**config.mk**
```make
export PLATFORM = sky130hd
export DESIGN_NAME = bbt_mul
export DESIGN_NICKNAME = d
export VERILOG_FILES = /design/src/rtl/bbt_pkg.sv /design/src/rtl/bbt_mul.sv
export SDC_FILE = /design/constraint.sdc
export NUM_CORES = 1
export LEC_CHECK = 0
export ABC_AREA = 0
export BUFFER_PORTS_ARGS = -buffer_cell sky130_fd_sc_hd__buf_2
export CORE_MARGIN = 10
export CORE_UTILIZATION = 35
export CTS_CLUSTER_SIZE = 14
export DETAILED_ROUTE_END_ITERATION = 8
export PLACE_DENSITY_LB_ADDON = 0.05
export SYNTH_ARGS = -nofsm -noshare
export SYNTH_HDL_FRONTEND = slang
export SYNTH_SLANG_ARGS = --single-unit
```
**constraint.sdc**
```tcl
create_clock -name i_clk -period 15.3 [get_ports i_clk]
set_input_delay 0.765 -clock i_clk [delete_from_list [all_inputs] [get_ports i_clk]]
set_output_delay 0.765 -clock i_clk [all_outputs]
set_load 0.02 [all_outputs]
```
**src/rtl/bbt_pkg.sv**
```systemverilog
// Package: shared types, constants and helpers for the bouncing ball table.
package bbt_pkg;

    localparam int BALLS   = 128;
    localparam int IDX_W   = $clog2(BALLS);
    localparam int POS_W   = 18;
    localparam int VEL_W   = 16;

    localparam logic [31:0] LFSR_TAPS = 32'hD000_0001;

    typedef enum logic [1:0] {
        CMD_LOAD  = 2'd0,
        CMD_TICK  = 2'd1,
        CMD_PIXEL = 2'd2,
        CMD_NONE  = 2'd3
    } t_cmd;

    typedef enum logic [2:0] {
        CFG_WIDTH  = 3'd0,
        CFG_HEIGHT = 3'd1,
        CFG_DRAG   = 3'd2,
        CFG_GRAV   = 3'd3,
        CFG_JUMPV  = 3'd4,
        CFG_CHANCE = 3'd5,
        CFG_SEED   = 3'd6
    } t_cfg_idx;

    localparam logic [2:0] TILE_EMPTY = 3'd0;
    localparam logic [2:0] TILE_VWALL = 3'd1;
    localparam logic [2:0] TILE_HWALL = 3'd2;
    localparam logic [2:0] TILE_BALL0 = 3'd3;

    // One ball entry as stored in the table.
    typedef struct packed {
        logic signed [POS_W-1:0] pos_x;
        logic signed [POS_W-1:0] pos_y;
        logic signed [VEL_W-1:0] vel_x;
        logic signed [VEL_W-1:0] vel_y;
        logic        [15:0]      bounce;
        logic        [10:0]      radius;
        logic        [2:0]       texture;
    } t_ball;

    // Operand pair for the shared multiplier.
    typedef struct packed {
        logic signed [17:0] a;
        logic signed [17:0] b;
    } t_mul_req;

    // Arithmetic shift with truncation toward zero for a Q16 product.
    function automatic logic signed [VEL_W-1:0] trunc16(input logic signed [35:0] p);
        logic signed [35:0] t;
        t = p + ((p < 0) ? 36'sd65535 : 36'sd0);
        return VEL_W'(t >>> 16);
    endfunction

    function automatic logic signed [VEL_W-1:0] sat16(input logic signed [17:0] v);
        if (v > 18'sd32767) return 16'sh7fff;
        if (v < -18'sd32768) return 16'sh8000;
        return v[15:0];
    endfunction

endpackage

```
**src/rtl/bbt_mul.sv**
```systemverilog
// Shared signed 18x18 multiplier with a registered product.
module bbt_mul
    import bbt_pkg::*;
(
    input  logic               i_clk,
    input  t_mul_req           i_req,
    output logic signed [35:0] o_prod
);

    logic signed [35:0] r_prod;

    always_ff @(posedge i_clk) begin
        r_prod <= i_req.a * i_req.b;
    end

    assign o_prod = r_prod;

endmodule

```
==> results.toml <==
[run_status]
status = "finished clean"

[setup_path]
crit_slowest_cell = "fa_1"
max_stage_delay_ps = 890
worstPathArrival_ps = 7450
required_ps = 15560
critPathCaptureType = "flop"
crit_chain = "buf_2, nand2_1, fa_1, inv_1, fa_1, fa_1, fa_1, fa_1, inv_1, fa_1, inv_1, ha_1, and3_1, and4_1, o211ai_1, o211ai_1, o41ai_1, o2111ai_1, a21oi_1, xnor2_1"
cp_common_cell = "fa_1"
crit_fanout = 18
crit_type = "primary input to flop"
crit_path_start_kind = "primary input"

[clocking]
ctsLongestPathBuffers = 2
ctsResizeCount = 0
tritoncts = "done"
post-cts-setup-buffers = 0
cts_root_buffer = "clkbuf_16"
clock-sinks = 36
cts_htree_levels = 2
cts_hold_buffers = 0
clk_pin_slew_ps = 70
cts_inserted_buffers = 5

[placed_design]
post-dp-hpwl_mm = 31.81
globalplace.congestion = 0.8198
portBuffers = 72

[logic_synthesis]
synth_common_cells = "371 x inv_1, 329 x fa_1, 163 x and2_1, 157 x nand2_1, 93 x ha_1"
synth_area_leaders = "fa_1 51%, inv_1 11%, ha_1 9.0%, and2_1 7.9%, dfxtp_1 5.6%"
synth_flop_cell = "dfxtp_1"
synth-edff-count = 0
ys_warn_count = 0
seq_area_frac_synth = 0.05581
yosys_register_bits = 36
netlist_area_um2 = 12910
syn-num-nets = 1837
synth_top_cell_by_area = "fa_1"
synth.most_common_cell = "inv_1"
synthCells = 1378
syn_avg_cell_area_um2 = 9.371
async_reset_ff_frac = 0
synth_top_cell_area_share = 0.5100
synth.distinct_cells = 48

[sta]
max_slew_margin = 0.5768
fin_setup_tns_ps = 0
finalHoldViolations = 0
clock.fmax_mhz = 139.0
worst_pin_slew_ps = 626.6
slew_violations = 0
finalSetupViolations = 0
grt_setup_unrepaired = "no"
period_share = 0.4701
period_minus_slack_ps = 7192

[global_route]
overflow = 0
grt_pass1_wl_mm = 59.40
grt_pass1_vias = 9991
grtUsageTotal = 0.1772
antenna_found_initial = 0
grt_start_max_net_pins = 20

[detailed_routing]
route.detailed.drc = 0
drtPass1Iterations = 5
num_vias = 8906
final_antenna_net_count = 0
viasPerCell = 4.727
drt-total-wl_mm = 37.63
wl_per_cell_um = 19.97
initialDrtViolationCount = 334

[floorplan]
die-area_um2 = 44980
num_io_pins = 73
die_y_um = 212.1
start_util = 0.3536
die_x_um = 212.1
core-area_um2 = 36520
placement_rows = 70

[final_layout]
antennaDiodeCount = 0
drive_gt1_frac = 0.06638
layout.nets = 1874
area_growth_pct = 7.470
fillers = 3834
largest_reg_flops = 36

[flow_run]
drv_cap = 0

[min_path]
hold_class = "primary input to flop"
[worst max-delay path: cells and delay by family]
kind	cells	cell delay (ps)
fa+ha+maj	7	3920
compound gates	5	1270
xor+xnor	1	130
simple gates	3	690
buf+inv	4	650
[layout make-up]
class / instances / area, um2 / share of cell area
multi-input combinational: 927 / 10640 / 0.7664
inverter: 371 / 1393 / 0.1003
sequential: 36 / 720.7 / 0.05193
tap: 468 / 585.6 / 0.04219
timing repair buffer: 74 / 375.4 / 0.02705
clock buffer: 5 / 125.1 / 0.009016
clock inverter: 3 / 42.54 / 0.003065
[cell families after synthesis]
family	count (synthesis)	synth area share
adder cells (fa/ha/maj)	422	0.6001
buffers and inverters	415	0.1206
AND/OR/NAND/NOR	387	0.1540
AO/OA/AOI/OAI	82	0.04477
flip-flops	36	0.05581
XOR/XNOR	34	0.02306
multiplexers	2	0.001647
[layer usage]
layer | up-vias | track usage | share of wire
li1 | 4053 | - | -
met1 | 4704 | 0.2122 | 0.41
met2 | 117 | 0.3214 | 0.54
met3 | 32 | 0.02253 | 0.026
met4 | 0 | 0.05653 | 0.026
met5 | - | 0 | 0
[per-stage QoR]
step,hold WS [ps],cell area [um2],cells,worst slack [ps],utilization
floorplan,886.7,12910,1378,8508,-
global placement,1184,13710,1876,7704,0.3754
detailed placement,1184,13710,1876,7685,0.3754
CTS,980.3,13880,1884,8013,0.3800
global route,989.9,13880,1884,7749,0.3800
finish,994.2,13880,1884,8108,0.3800
[worst paths after layout]
| check | from | end | slack, ps | depth (start not counted) |
|---|---|---|---|---|
| worst max-delay path | i_req[3] | o_prod[35]$_DFF_P_ | 8110 | 20 |
| worst min-delay path | i_req[18] | o_prod[0]$_DFF_P_ | 990 | 2 |
[layout by cell type, fill, tap and decap left out, drive strengths merged, types with 2 or more instances in the layout]
cell type / count
dfxtp: 36
nand3: 6
a31oi: 5
a21oi: 22
a21boi: 3
ha: 93
a2111oi: 3
o2111ai: 2
nand2: 157
xor2: 2
a211oi: 2
xnor2: 32
a21o: 8
a211o: 3
nand2b: 9
inv: 371
nand4: 2
fa: 329
and2: 163
o211ai: 5
and4: 2
nor2b: 17
o21bai: 5
a221oi: 2
clkbuf: 5
or2: 2
buf: 74
nor3: 5
nor2: 18
o21ai: 16
Power is left out: the tool's default activity adds up to more than one toggle a clock period on the data nets, which glitch-free logic cannot reach.
